===== config.mk =====
export PLATFORM = sky130hd
export DESIGN_NAME = delta_patch_command_decoder_top
export DESIGN_NICKNAME = d
export VERILOG_FILES = /design/src/rtl/core/dpcd_pkg.sv /design/src/rtl/core/dpcd_parser.sv /design/src/rtl/core/dpcd_rsp_fifo.sv /design/src/rtl/core/delta_patch_command_decoder_top.sv
export SDC_FILE = /design/constraint.sdc
export NUM_CORES = 2
export LEC_CHECK = 0
export BUFFER_PORTS_ARGS = -buffer_cell sky130_fd_sc_hd__buf_2
export CORE_MARGIN = 4
export CORE_UTILIZATION = 57
export DETAILED_ROUTE_END_ITERATION = 10
export GPL_ROUTABILITY_DRIVEN = 0
export PLACE_DENSITY = 0.77
export SLEW_MARGIN = 0
export SYNTH_ARGS = -nofsm -noshare
export SYNTH_HDL_FRONTEND = slang
export SYNTH_SLANG_ARGS = --single-unit
export TNS_END_PERCENT = 1

===== constraint.sdc =====
create_clock -name clock -period 7.35 [get_ports clock]
set_input_delay 0.735 -clock clock [delete_from_list [all_inputs] [get_ports clock]]
set_output_delay 0.735 -clock clock [all_outputs]
set_load 0.1 [all_outputs]

===== src/rtl/core/dpcd_pkg.sv =====
// ----------------------------------------------------------------------------
// dpcd_pkg
// Shared types and constants for the delta patch command decoder.
// ----------------------------------------------------------------------------
package dpcd_pkg;

   localparam int ADDR_BITS_DEFAULT = 24;

   localparam int BYTE_BITS   = 8;
   localparam int SIZE_BITS   = 24;
   localparam int LEN_BITS    = 16;
   localparam int OFS_BITS    = 16;
   localparam int POS_BITS    = 24;

   // Result queue depth; must be a power of two and at least eight.
   localparam int RSP_DEPTH     = 8;
   localparam int RSP_PTR_BITS  = $clog2(RSP_DEPTH);
   localparam int RSP_CNT_BITS  = $clog2(RSP_DEPTH + 1);

   // Register index width on the configuration port.
   localparam int CSR_INDEX_BITS = 1;

   localparam logic [SIZE_BITS-1:0] OLD_SIZE_RESET  = '0;
   localparam logic [SIZE_BITS-1:0] OUT_LIMIT_RESET = '1;

   typedef enum logic [CSR_INDEX_BITS-1:0] {
      CSR_OLD_SIZE  = 1'b0,
      CSR_OUT_LIMIT = 1'b1
   } csr_index_type;

   typedef enum logic [3:0] {
      PH_IDLE = 4'd0,
      PH_LONG = 4'd1,
      PH_MSEL = 4'd2,
      PH_MOFS = 4'd3,
      PH_BIGN = 4'd4,
      PH_SOFS = 4'd5,
      PH_LIT  = 4'd6
   } phase_type;

   typedef enum logic [1:0] {
      KIND_LITERAL = 2'd0,
      KIND_COPY    = 2'd1,
      KIND_END     = 2'd2
   } kind_type;

   typedef enum logic [1:0] {
      ERR_NONE   = 2'd0,
      ERR_SOURCE = 2'd1,
      ERR_LIMIT  = 2'd2,
      ERR_TRUNC  = 2'd3
   } err_type;

   typedef struct packed {
      kind_type               kind;
      logic [BYTE_BITS-1:0]   data_byte;
      logic [SIZE_BITS-1:0]   copy_source;
      logic [LEN_BITS-1:0]    copy_length;
      logic [POS_BITS-1:0]    out_position;
      err_type                error_code;
      logic                   last;
   } rsp_type;

   // Up to two results leave the parser per transaction; a is always first.
   typedef struct packed {
      logic    valid_a;
      logic    valid_b;
      rsp_type a;
      rsp_type b;
   } push_type;

endpackage


===== src/rtl/core/dpcd_parser.sv =====
// ----------------------------------------------------------------------------
// dpcd_parser
// Input register, command parser state and the copy/literal bounds checks.
// ----------------------------------------------------------------------------
module dpcd_parser #(
   parameter int ADDR_BITS = dpcd_pkg::ADDR_BITS_DEFAULT
) (
   input  logic                           clock,
   input  logic                           reset,
   input  logic                           in_accept,
   input  logic [dpcd_pkg::BYTE_BITS-1:0] in_byte,
   input  logic                           in_end,
   input  logic [dpcd_pkg::SIZE_BITS-1:0] old_size,
   input  logic [dpcd_pkg::SIZE_BITS-1:0] out_limit,
   output logic                           busy,
   output dpcd_pkg::push_type             push
);
   import dpcd_pkg::*;

   // Compare width: covers the address, the 24-bit sizes, a sign and a carry.
   localparam int CW = ((ADDR_BITS > SIZE_BITS) ? ADDR_BITS : SIZE_BITS) + 2;

   logic                 in_valid_ff;
   logic [BYTE_BITS-1:0] in_byte_ff;
   logic                 in_end_ff;

   phase_type               phase_ff, phase_in, phase_mid;
   logic [1:0]              hc_ff, hc_in, hc_mid;
   logic [BYTE_BITS-1:0]    pend_ff, pend_in, pend_mid;
   logic [SIZE_BITS-1:0]    len_ff, len_in, len_mid;
   logic [OFS_BITS-1:0]     ofs_ff, ofs_in, ofs_mid;
   logic [SIZE_BITS-1:0]    lit_ff, lit_in, lit_mid;
   logic [ADDR_BITS-1:0]    sp_ff, sp_in;
   logic [ADDR_BITS-1:0]    oc_ff, oc_in;
   err_type                 es_ff, es_in;

   logic                    copy_req;
   logic                    lit_req;
   logic [LEN_BITS-1:0]     cp_len;
   logic [OFS_BITS-1:0]     cp_ofs;

   logic [CW-1:0]           src;
   logic [CW-1:0]           src_end;
   logic [CW-1:0]           oc_ext;
   logic [CW-1:0]           oc_sum;
   logic [LEN_BITS-1:0]     step_len;
   logic                    src_bad;
   logic                    over_limit;
   err_type                 item_err;

   logic [ADDR_BITS-1:0]    oc_mid;
   logic [ADDR_BITS-1:0]    sp_mid;
   err_type                 es_mid;
   logic [CW-1:0]           oc_mid_ext;
   rsp_type                 main_res;
   rsp_type                 end_res;
   logic                    main_valid;
   logic                    end_valid;

   assign busy = in_valid_ff;

   always_ff @(posedge clock) begin
      if (reset) begin
         in_valid_ff <= 1'b0;
      end else begin
         in_valid_ff <= in_accept;
      end
   end

   always_ff @(posedge clock) begin
      if (in_accept) begin
         in_byte_ff <= in_byte;
         in_end_ff  <= in_end;
      end
   end

   // Command decode for the registered byte.
   always_comb begin
      phase_mid = phase_ff;
      hc_mid    = hc_ff;
      pend_mid  = pend_ff;
      len_mid   = len_ff;
      ofs_mid   = ofs_ff;
      lit_mid   = lit_ff;
      copy_req  = 1'b0;
      lit_req   = 1'b0;
      cp_len    = '0;
      cp_ofs    = '0;
      if (in_valid_ff) begin
         unique case (phase_ff)
            PH_IDLE: begin
               hc_mid   = '0;
               len_mid  = '0;
               ofs_mid  = '0;
               pend_mid = in_byte_ff;
               if (in_byte_ff == '0) begin
                  phase_mid = PH_LONG;
               end else if (in_byte_ff[7]) begin
                  phase_mid = (in_byte_ff[6:0] == '0) ? PH_MSEL : PH_SOFS;
               end else begin
                  lit_mid   = {{(SIZE_BITS-7){1'b0}}, in_byte_ff[6:0]};
                  phase_mid = PH_LIT;
               end
            end
            PH_LONG: begin
               case (hc_ff)
                  2'd0: len_mid = {{(SIZE_BITS-8){1'b0}}, in_byte_ff};
                  2'd1: len_mid = {len_ff[23:16], in_byte_ff, len_ff[7:0]};
                  2'd2: ofs_mid = {8'd0, in_byte_ff};
                  default: ofs_mid = {in_byte_ff, ofs_ff[7:0]};
               endcase
               if (hc_ff == 2'd3) begin
                  copy_req  = 1'b1;
                  cp_len    = len_ff[15:0];
                  cp_ofs    = {in_byte_ff, ofs_ff[7:0]};
                  phase_mid = PH_IDLE;
                  hc_mid    = '0;
               end else begin
                  hc_mid = hc_ff + 2'd1;
               end
            end
            PH_MSEL: begin
               hc_mid    = '0;
               len_mid   = {{(SIZE_BITS-8){1'b0}}, in_byte_ff};
               phase_mid = (in_byte_ff == '0) ? PH_BIGN : PH_MOFS;
            end
            PH_MOFS: begin
               if (hc_ff == 2'd0) begin
                  ofs_mid = {8'd0, in_byte_ff};
                  hc_mid  = 2'd1;
               end else begin
                  ofs_mid   = {in_byte_ff, ofs_ff[7:0]};
                  copy_req  = 1'b1;
                  cp_len    = {8'd0, len_ff[7:0]};
                  cp_ofs    = {in_byte_ff, ofs_ff[7:0]};
                  phase_mid = PH_IDLE;
                  hc_mid    = '0;
               end
            end
            PH_BIGN: begin
               case (hc_ff)
                  2'd0: len_mid = {len_ff[23:8], len_ff[7:0] | in_byte_ff};
                  2'd1: len_mid = {len_ff[23:16], len_ff[15:8] | in_byte_ff, len_ff[7:0]};
                  2'd2: len_mid = {len_ff[23:16] | in_byte_ff, len_ff[15:0]};
                  default: len_mid = len_ff;
               endcase
               if (hc_ff[1]) begin
                  lit_mid   = len_mid;
                  phase_mid = (len_mid != '0) ? PH_LIT : PH_IDLE;
                  hc_mid    = '0;
               end else begin
                  hc_mid = hc_ff + 2'd1;
               end
            end
            PH_SOFS: begin
               copy_req  = 1'b1;
               cp_len    = {9'd0, pend_ff[6:0]};
               cp_ofs    = {{8{in_byte_ff[7]}}, in_byte_ff};
               phase_mid = PH_IDLE;
            end
            PH_LIT: begin
               lit_req = 1'b1;
               lit_mid = lit_ff - SIZE_BITS'(1);
               if (lit_mid == '0) begin
                  phase_mid = PH_IDLE;
               end
            end
            default: phase_mid = PH_IDLE;
         endcase
      end
   end

   // Source and output bounds. A literal is checked as a step of one byte.
   always_comb begin
      step_len   = lit_req ? LEN_BITS'(1) : cp_len;
      src        = {{(CW-ADDR_BITS){1'b0}}, sp_ff} + {{(CW-OFS_BITS){cp_ofs[OFS_BITS-1]}}, cp_ofs};
      src_end    = src + {{(CW-LEN_BITS){1'b0}}, cp_len};
      src_bad    = src[CW-1] || (src_end > {{(CW-SIZE_BITS){1'b0}}, old_size});
      oc_ext     = {{(CW-ADDR_BITS){1'b0}}, oc_ff};
      oc_sum     = oc_ext + {{(CW-LEN_BITS){1'b0}}, step_len};
      over_limit = oc_sum > {{(CW-SIZE_BITS){1'b0}}, out_limit};
      if (copy_req && src_bad) begin
         item_err = ERR_SOURCE;
      end else if (over_limit) begin
         item_err = ERR_LIMIT;
      end else begin
         item_err = ERR_NONE;
      end
   end

   // Apply the step, record the first error and close the list on its last byte.
   always_comb begin
      sp_mid = sp_ff;
      oc_mid = oc_ff;
      es_mid = es_ff;
      if (copy_req || lit_req) begin
         if (item_err != ERR_NONE) begin
            if (es_ff == ERR_NONE) begin
               es_mid = item_err;
            end
         end else begin
            oc_mid = oc_sum[ADDR_BITS-1:0];
            if (copy_req) begin
               sp_mid = src_end[ADDR_BITS-1:0];
            end
         end
      end
      oc_mid_ext = {{(CW-ADDR_BITS){1'b0}}, oc_mid};

      main_valid            = copy_req || lit_req;
      main_res.kind         = copy_req ? KIND_COPY : KIND_LITERAL;
      main_res.data_byte    = lit_req ? in_byte_ff : '0;
      main_res.copy_source  = copy_req ? src[SIZE_BITS-1:0] : '0;
      main_res.copy_length  = copy_req ? cp_len : '0;
      main_res.out_position = oc_ext[POS_BITS-1:0];
      main_res.error_code   = item_err;
      main_res.last         = 1'b0;

      end_valid             = in_valid_ff && in_end_ff;
      end_res.kind          = KIND_END;
      end_res.data_byte     = '0;
      end_res.copy_source   = '0;
      end_res.copy_length   = '0;
      end_res.out_position  = oc_mid_ext[POS_BITS-1:0];
      end_res.error_code    = ((es_mid == ERR_NONE) && (phase_mid != PH_IDLE)) ? ERR_TRUNC
                                                                              : es_mid;
      end_res.last          = 1'b1;

      phase_in = phase_mid;
      hc_in    = hc_mid;
      pend_in  = pend_mid;
      len_in   = len_mid;
      ofs_in   = ofs_mid;
      lit_in   = lit_mid;
      sp_in    = sp_mid;
      oc_in    = oc_mid;
      es_in    = es_mid;
      if (end_valid) begin
         phase_in = PH_IDLE;
         hc_in    = '0;
         pend_in  = '0;
         len_in   = '0;
         ofs_in   = '0;
         lit_in   = '0;
         sp_in    = '0;
         oc_in    = '0;
         es_in    = ERR_NONE;
      end

      if (main_valid) begin
         push.valid_a = 1'b1;
         push.a       = main_res;
         push.valid_b = end_valid;
         push.b       = end_res;
      end else begin
         push.valid_a = end_valid;
         push.a       = end_res;
         push.valid_b = 1'b0;
         push.b       = end_res;
      end
   end

   always_ff @(posedge clock) begin
      if (reset) begin
         phase_ff <= PH_IDLE;
         hc_ff    <= '0;
         pend_ff  <= '0;
         len_ff   <= '0;
         ofs_ff   <= '0;
         lit_ff   <= '0;
         sp_ff    <= '0;
         oc_ff    <= '0;
         es_ff    <= ERR_NONE;
      end else begin
         phase_ff <= phase_in;
         hc_ff    <= hc_in;
         pend_ff  <= pend_in;
         len_ff   <= len_in;
         ofs_ff   <= ofs_in;
         lit_ff   <= lit_in;
         sp_ff    <= sp_in;
         oc_ff    <= oc_in;
         es_ff    <= es_in;
      end
   end

endmodule


===== src/rtl/core/dpcd_rsp_fifo.sv =====
// ----------------------------------------------------------------------------
// dpcd_rsp_fifo
// Result queue: takes up to two results per cycle, gives one per cycle on pop.
// ----------------------------------------------------------------------------
module dpcd_rsp_fifo (
   input  logic                              clock,
   input  logic                              reset,
   input  dpcd_pkg::push_type                push,
   input  logic                              pop,
   output logic                              out_valid,
   output dpcd_pkg::rsp_type                 out_data,
   output logic [dpcd_pkg::RSP_CNT_BITS-1:0] count
);
   import dpcd_pkg::*;

   rsp_type                 mem_ff [RSP_DEPTH];
   logic [RSP_PTR_BITS-1:0] wr_ff, wr_in;
   logic [RSP_PTR_BITS-1:0] rd_ff, rd_in;
   logic [RSP_CNT_BITS-1:0] cnt_ff, cnt_in;
   logic [RSP_PTR_BITS-1:0] wr_next;
   logic [RSP_CNT_BITS-1:0] n_push;
   logic                    do_pop;

   assign out_valid = cnt_ff != '0;
   assign out_data  = mem_ff[rd_ff];
   assign count     = cnt_ff;
   assign do_pop    = pop && out_valid;
   assign wr_next   = wr_ff + RSP_PTR_BITS'(1);

   always_comb begin
      n_push = RSP_CNT_BITS'(push.valid_a) + RSP_CNT_BITS'(push.valid_b);
      wr_in  = wr_ff + n_push[RSP_PTR_BITS-1:0];
      rd_in  = do_pop ? rd_ff + RSP_PTR_BITS'(1) : rd_ff;
      cnt_in = cnt_ff + n_push - RSP_CNT_BITS'(do_pop);
   end

   always_ff @(posedge clock) begin
      if (push.valid_a) begin
         mem_ff[wr_ff] <= push.a;
      end
      if (push.valid_b) begin
         mem_ff[wr_next] <= push.b;
      end
   end

   always_ff @(posedge clock) begin
      if (reset) begin
         wr_ff  <= '0;
         rd_ff  <= '0;
         cnt_ff <= '0;
      end else begin
         wr_ff  <= wr_in;
         rd_ff  <= rd_in;
         cnt_ff <= cnt_in;
      end
   end

endmodule


===== src/rtl/core/delta_patch_command_decoder_top.sv =====
// ----------------------------------------------------------------------------
// delta_patch_command_decoder_top
// Decodes a difference list byte by byte into literal bytes, copy descriptors
// and an end-of-list summary.
//
//   Channel  Direction  Handshake          Carries
//   req_     in         valid / stall      diff_byte, list_end
//   rsp_     out        valid / stall      kind, data_byte, copy_source,
//                                          copy_length, out_position,
//                                          error_code, last
//   csr_     in         valid / ready      index, wdata (old_size, out_limit)
//
// One byte is accepted per cycle while req_stall is low; its results pass
// through the input register, then the parser writes the result queue.
// A byte that closes a command and the list gives two results, which leave
// the eight-entry result queue one after the other.
// req_stall rises only when the queue cannot hold two more results per byte
// in flight. Synchronous reset returns the parser to awaiting an opcode.
// ----------------------------------------------------------------------------
module delta_patch_command_decoder_top #(
   parameter int ADDR_BITS = dpcd_pkg::ADDR_BITS_DEFAULT
) (
   input  logic                                clock,
   input  logic                                reset,

   input  logic                                req_valid,
   output logic                                req_stall,
   input  logic [dpcd_pkg::BYTE_BITS-1:0]      req_diff_byte,
   input  logic                                req_list_end,

   output logic                                rsp_valid,
   input  logic                                rsp_stall,
   output logic [1:0]                          rsp_kind,
   output logic [dpcd_pkg::BYTE_BITS-1:0]      rsp_data_byte,
   output logic [dpcd_pkg::SIZE_BITS-1:0]      rsp_copy_source,
   output logic [dpcd_pkg::LEN_BITS-1:0]       rsp_copy_length,
   output logic [dpcd_pkg::POS_BITS-1:0]       rsp_out_position,
   output logic [1:0]                          rsp_error_code,
   output logic                                rsp_last,

   input  logic                                csr_valid,
   output logic                                csr_ready,
   input  logic [dpcd_pkg::CSR_INDEX_BITS-1:0] csr_index,
   input  logic [dpcd_pkg::SIZE_BITS-1:0]      csr_wdata
);
   import dpcd_pkg::*;

   logic [SIZE_BITS-1:0]    old_size_ff, old_size_in;
   logic [SIZE_BITS-1:0]    out_limit_ff, out_limit_in;
   logic                    in_accept;
   logic                    busy;
   push_type                push;
   rsp_type                 head;
   logic [RSP_CNT_BITS-1:0] fifo_count;
   logic [RSP_CNT_BITS:0]   level;

   assign csr_ready = 1'b1;

   always_comb begin
      old_size_in  = old_size_ff;
      out_limit_in = out_limit_ff;
      if (csr_valid && csr_ready) begin
         unique case (csr_index_type'(csr_index))
            CSR_OLD_SIZE:  old_size_in  = csr_wdata;
            CSR_OUT_LIMIT: out_limit_in = csr_wdata;
            default: ;
         endcase
      end
   end

   always_ff @(posedge clock) begin
      if (reset) begin
         old_size_ff  <= OLD_SIZE_RESET;
         out_limit_ff <= OUT_LIMIT_RESET;
      end else begin
         old_size_ff  <= old_size_in;
         out_limit_ff <= out_limit_in;
      end
   end

   // Room for two results from the byte in the input register and two more
   // from the byte being accepted.
   assign level     = {1'b0, fifo_count} + (busy ? (RSP_CNT_BITS+1)'(2) : '0);
   assign req_stall = level > (RSP_CNT_BITS+1)'(RSP_DEPTH - 2);
   assign in_accept = req_valid && !req_stall;

   dpcd_parser #(
      .ADDR_BITS (ADDR_BITS)
   ) u_parser (
      .clock     (clock),
      .reset     (reset),
      .in_accept (in_accept),
      .in_byte   (req_diff_byte),
      .in_end    (req_list_end),
      .old_size  (old_size_ff),
      .out_limit (out_limit_ff),
      .busy      (busy),
      .push      (push)
   );

   dpcd_rsp_fifo u_rsp_fifo (
      .clock     (clock),
      .reset     (reset),
      .push      (push),
      .pop       (!rsp_stall),
      .out_valid (rsp_valid),
      .out_data  (head),
      .count     (fifo_count)
   );

   assign rsp_kind         = 2'(head.kind);
   assign rsp_data_byte    = head.data_byte;
   assign rsp_copy_source  = head.copy_source;
   assign rsp_copy_length  = head.copy_length;
   assign rsp_out_position = head.out_position;
   assign rsp_error_code   = 2'(head.error_code);
   assign rsp_last         = head.last;

endmodule


* After elaboration in Yosys (flattened, before gate mapping)
Memories as Yosys holds them, arrays and structs flattened. A register that Yosys moved wholly into a read port is not among the register bits. Cells that the tools add are included.
Word-level totals: output and inout port bits 80, input bits 39, memories 1, bits in writable memories 616, flip-flop bits (word level) 187, word-level logic and storage cells 155
Memories:
- u_rsp_fifo.mem_ff | words 8, bits a word 77, read ports 1, clocked after Yosys merged registers in 1, write ports 2, line dpcd_rsp_fifo.sv:16 | rsp_type mem_ff [RSP_DEPTH];
Operators by class: eq/ne operators 18, add/subtract/negate cells 12, bitwise logic cells 5, order comparisons 3, reductions and logical operators 36, muxes and demuxes 62
Operators with widths (number):
- 24-bit 2-to-1 mux | 8
- 156-bit 2-to-1 mux | 1
- 24-bit case mux with 3 select lines | 2
- 16-bit 2-to-1 mux | 7
- 16-bit case mux with 3 select lines | 2
- 24-bit case mux with 4 select lines | 1
- 26-bit by 24-bit greater-than comparator with 1-bit output | 2
- 24-bit case mux with 2 select lines | 1
- 25-bit by 16-bit adder with 26-bit output | 1
- 26-bit by 16-bit adder with 26-bit output | 1
- 24-bit by 16-bit adder with 25-bit output | 1
- 24-bit zero test | 1
- 4-bit 2-to-1 mux | 6
- 8-bit 2-to-1 mux | 3
- 8-bit OR | 3
- 4-bit case mux with 6 select lines | 1
- 8-bit case mux with 3 select lines | 1
- 24-bit nonzero test | 1
- 24-bit by 1-bit subtractor with 24-bit output (second input constant) | 1
- 2-bit 2-to-1 mux | 9
- 3-bit 2-to-1 mux | 6
- 8-bit case mux with 2 select lines | 1
- 4-bit nonzero test | 4
- 4-bit by 3-bit == test with 1-bit output (second input constant) | 3
- other kinds (33) | 69

* Logic depth before layout (Yosys ltp)
depth in word-level cells 20, depth in mapped cells 40, gate-level depth less buffers 35

* Modules after synthesis
From an unflattened synthesis, not the netlist that was laid out.
Unflattened totals: cell total of the unflattened synthesis 3656, area total of the unflattened synthesis 45910.3 um^2
Modules (own cells, without submodules):
- dpcd_rsp_fifo | area an instance 31122.3 um^2, sequential area each 18758.0 um^2, instances 1, cells an instance 1664
- dpcd_parser | area an instance 12986.2 um^2, sequential area each 2672.6 um^2, instances 1, cells an instance 1793
- delta_patch_command_decoder_top | area an instance 1801.7 um^2, sequential area each 960.9 um^2, instances 1, cells an instance 199

* Worst setup path after synthesis
OpenSTA, ideal clock, no wires.
path kind reg2reg, start point reg u_parser.hc_ff[0], end point mem u_rsp_fifo.mem_ff[4][24] (netlist bit) (data pin), buffers on the path 5, cell stages (with the launch flop) 39, path slack -0.546 ns, arrival 7.643 ns, cells stage by stage dfxtp_1 -> inv_1 -> ha_1 -> clkbuf_1 -> nand2b_1 -> a2111oi_4 -> clkbuf_1 -> buf_1 -> a22oi_1 -> nor2_1 -> ha_1 -> a211o_1 -> a211o_1 -> nand2_1 -> nor2_1 -> nor2_1 -> o21ai_0 -> xor2_1 -> (+3 left out) -> o21ai_0 -> o21bai_1 -> nor3b_1 -> xor2_1 -> ha_1 -> a21o_1 -> a21o_1 -> a21oi_1 -> o21ai_0 -> nor3_1 -> o31a_1 -> nand4_1 -> a31oi_2 -> buf_6 -> and2_1 -> buf_2 -> o21ai_1 -> a21o_1
RTL lines:
- start: declaration | line dpcd_parser.sv:28 | logic [1:0] hc_ff, hc_in, hc_mid;
- start signal: assignment | line dpcd_parser.sv:276 | hc_ff <= hc_in;
- end: declaration | line dpcd_rsp_fifo.sv:16

==> flow_metrics.tcl <==
set metrics [dict create \
    status "finished, violations left" \
    violations "setup timing" \
    synth-edff-count 217 \
    drtAntennaViolNets 0 \
    totalWireLength_um 124000 \
    path_class "flip-flop to flip-flop" \
    synth_commonest_cells "581 x dfxtp_1, 436 x o21ai_0, 342 x nand3_1" \
    p_leak_uw 0.0176 \
    die_x_um 273 \
    track_usage_pct 32.2 \
    fin_crit_sh_pct 104 \
    clkPwrFrac_pct 37.8 \
    clkSinkCount 798 \
    synthMostInstantiatedCell "dfxtp_1" \
    grt-ovfl-total 0 \
    crit_fanout 9 \
    syn_nets 4210 \
    netlist_area_um2 40000 \
    switching_share_pct 30.7 \
    io_pins 119 \
    worstHoldStart "req_diff_byte[7]" \
    intPower_uw 7560 \
    vdd_drop_max_v 0.000349 \
    wl_per_cell_um 24.4 \
    clk_latency_ns 0.66 \
    n_fill_cell 5233 \
    grt_antenna_before_repair 5 \
    r2r_start "u_parser.hc_ff[1]" \
    drive_gt1_share_pct 19.5 \
    first_pass_iters 8 \
    reg2reg_depth 36 \
    skew_ns 0.0478 \
    min_period_ns 7.63 \
    whs_path_depth 1 \
    hold_violations 0 \
    dp_hpwl_um 79300 \
    clk_path_buf_depth 3 \
    synth_area_leaders "dfxtp_1 29%, edfxtp_1 16%, mux4_2 8.5%" \
    drc 0 \
    yosysWarnings 0 \
    core_area_um2 69100 \
    whs_endpoint "u_parser.in_byte_ff[7]" \
    critical_path_arrival_ns 8.00 \
    ctsRootBufferMaster "clkbuf_16" \
    rr_endpoint "u_rsp_fifo.mem_ff[1][24]" \
    yosys.area.top_type "dfxtp_1" \
    initial_core_util_pct 58.0 \
    hold_path.class "input pin to flip-flop" \
    final_max_slew_viol_count 0 \
    portBuffers 117 \
    worstMarginPinSlew_ns 1.20 \
    endpoint_kind "flip-flop" \
    dpl.cell_count 4925 \
    fin_util_pct 65.9 \
    setup_ws_ns -0.275 \
    grt-busiest-layer "met2" \
    setup_tns_ns -40.69 \
    viasPerCell 6.63 \
    die_h_um 273 \
    yosys.area.top_type_share_pct 29.0 \
    nets 4284 \
    required_ns 7.73 \
    instances_no_fill 5109 \
    syn_avg_cell_area_um2 9.91 \
    use_met3_pct 7.76 \
    dr.first_iter.drc_count 4409 \
    r2r_slack_ns -0.28 \
    rsz0062_at_grt "yes" \
    rows 96 \
    clk_pin_slew_ns 0.06 \
    synthToLayoutAreaGrowth_pct 13.6 \
    p_seq_share_pct 43.0 \
    grt.met2_usage_pct 51.1 \
    synthArstFlopShare_pct 0 \
    powerDensity_nw_per_um2 240 \
    slowest_stage "ha_1" \
    power.switching_uw 3350 \
    cts_max_level 3 \
    finalSetupViolCount 220 \
    first_global_vias 32500 \
    slowest_delay_ns 0.44 \
    grt_max_degree 139 \
    p_comb_share_pct 19.2 \
    synth_flop_cell "dfxtp_1" \
    postSynthCellCount 4039 \
    whs_ns 0.283 \
    die-area_um2 74600 \
    cp_common_cell "buf_4" \
    ys_seq_area_share_pct 45.3 \
    relSlewSlack_pct 19.7 \
    synth-seq-cells 798 \
    grt_first_pass_wirelength_um 188000 \
    startpoint_type "flip-flop" \
    num_vias 33900 \
    synth.distinct_cells 95 \
    maxCapViolations 0 \
    grt_use_met1_pct 42.2 \
    cts_tree "built" \
    numCtsBuffers 83 \
    fmax_mhz 131 \
]
kinds of logic (layout without fill, tap and decap cells):
group,Yosys count,after routing,share of synthesized area (%)
compound gates,1167,1167,18.8
simple gates,1136,1136,13.5
flops,798,798,45.3
buf+inv,464,600,4.88
mux,264,264,11.6
fa+ha+maj,132,132,4.22
xor+xnor,77,77,1.68
other cells,1,4,0.00936
state kept, by name, summed over array words and instances, names as in the netlist, 4 cells and up, named ones only:
register             count
out_limit_ff            24
u_rsp_fifo.mem_ff      608
u_parser.sp_ff          24
u_parser.ofs_ff          8
old_size_ff             24
u_parser.lit_ff         24
u_parser.in_byte_ff      8
u_rsp_fifo.count         4
u_parser.phase_ff        4
u_parser.oc_ff          24
u_parser.pend_ff         7
u_parser.len_ff         24
layout make-up:
cell class                      instances  area, µm²  share of cell area (%)
Clock inverter                         25        262                   0.575
Antenna cell                            3       7.51                  0.0165
Timing Repair Buffer                  329       2510                    5.51
Sequential cell                       798      18200                    39.9
Tap cell                              931       1160                    2.56
Multi-Input combinational cell       2777      20500                    45.1
Clock buffer                          122       2410                    5.29
Inverter                              124        468                    1.03
power by group through the flow:
stage          clock network, µW  logic, µW  registers, µW
2_1_floorplan                  0       1690           4700
6_report                    4120       2100           4690
3_5_place_dp                   0       2070           4780
4_1_cts                     4150       2080           4690
3_3_place_gp                   0       2050           4780
5_1_grt                     4340       2220           4700
stage by stage:
| stage | power, µW | setup slack [ns] | area (µm²) |
|---|---|---|---|
| detailed placement | 6850 | -0.103 | 42000 |
| CTS | 10900 | 0.0123 | 44700 |
| global placement | 6830 | 0.00221 | 42000 |
| floorplan | 6400 | 0.0398 | 40100 |
| global route | 11300 | -0.539 | 45500 |
| finish | 10900 | -0.275 | 45500 |
worst max-delay path, delay by kind of cell (launching register included):
| kind | cells | cell delay [ns] |
|---|---|---|
| buffers and inverters | 8 | 1.14 |
| AO/OA/AOI/OAI | 12 | 2.80 |
| AND/OR/NAND/NOR | 10 | 1.32 |
| flip-flops | 1 | 0.39 |
| adder cells (fa/ha/maj) | 4 | 1.29 |
| XOR/XNOR | 2 | 0.44 |
layer usage:
| layer | wire length [µm] | part of all wire (%) |
|---|---|---|
| met1 | 47500 | 38 |
| met2 | 57500 | 46 |
| met3 | 13700 | 11 |
| met4 | 5810 | 4.7 |
| met5 | 27 | 0.022 |
how the worst max path moves through the flow:
stage,start,to
final,u_parser.hc_ff[1],u_rsp_fifo.mem_ff[1][24]
after global routing,u_parser.hc_ff[1],u_rsp_fifo.mem_ff[2][6]
after CTS,u_parser.hc_ff[1],u_rsp_fifo.mem_ff[1][7]
after detailed placement,u_parser.hc_ff[1],u_rsp_fifo.mem_ff[1][14]
after global placement,u_parser.hc_ff[1],u_rsp_fifo.mem_ff[1][17]
after floorplan,u_parser.hc_ff[1],u_rsp_fifo.mem_ff[4][24]
layout by cell type (no fill, tap or decap), types with 12 or more instances in the layout:
cell type and instances:
a211oi_1 13, o22ai_1 28, a31oi_1 16, nand2_2 12, o21ai_1 35, buf_4 178, nor2b_1 14, or3_1 17
a22o_1 216, xnor2_1 34, clkbuf_8 14, and3_1 37, mux2_2 76, dfxtp_1 576, nor2_1 207, a21o_1 44
a211o_1 28, buf_6 12, nand3_1 335, mux4_2 152, nor4_1 16, nand2b_1 15, buf_12 16, ha_1 118
o21ai_0 427, and2_1 26, a22oi_1 24, nand4_1 31, xor2_1 27, buf_2 117, mux2i_1 36, a21oi_1 201
nand2_1 308, clkbuf_16 89, edfxtp_1 217, inv_1 120, clkbuf_1 23, nor3_1 42, o211ai_1 12, o21a_1 14
timing repair:
action	4_1_cts	5_1_grt
pin swaps	1	56
hold buffers	0	0
cloned	0	5
setup buffers	1	28
resized for setup	1	113
endpoints found under the setup margin	73	258
No activity file was read; power rests on OpenSTA's default activity.
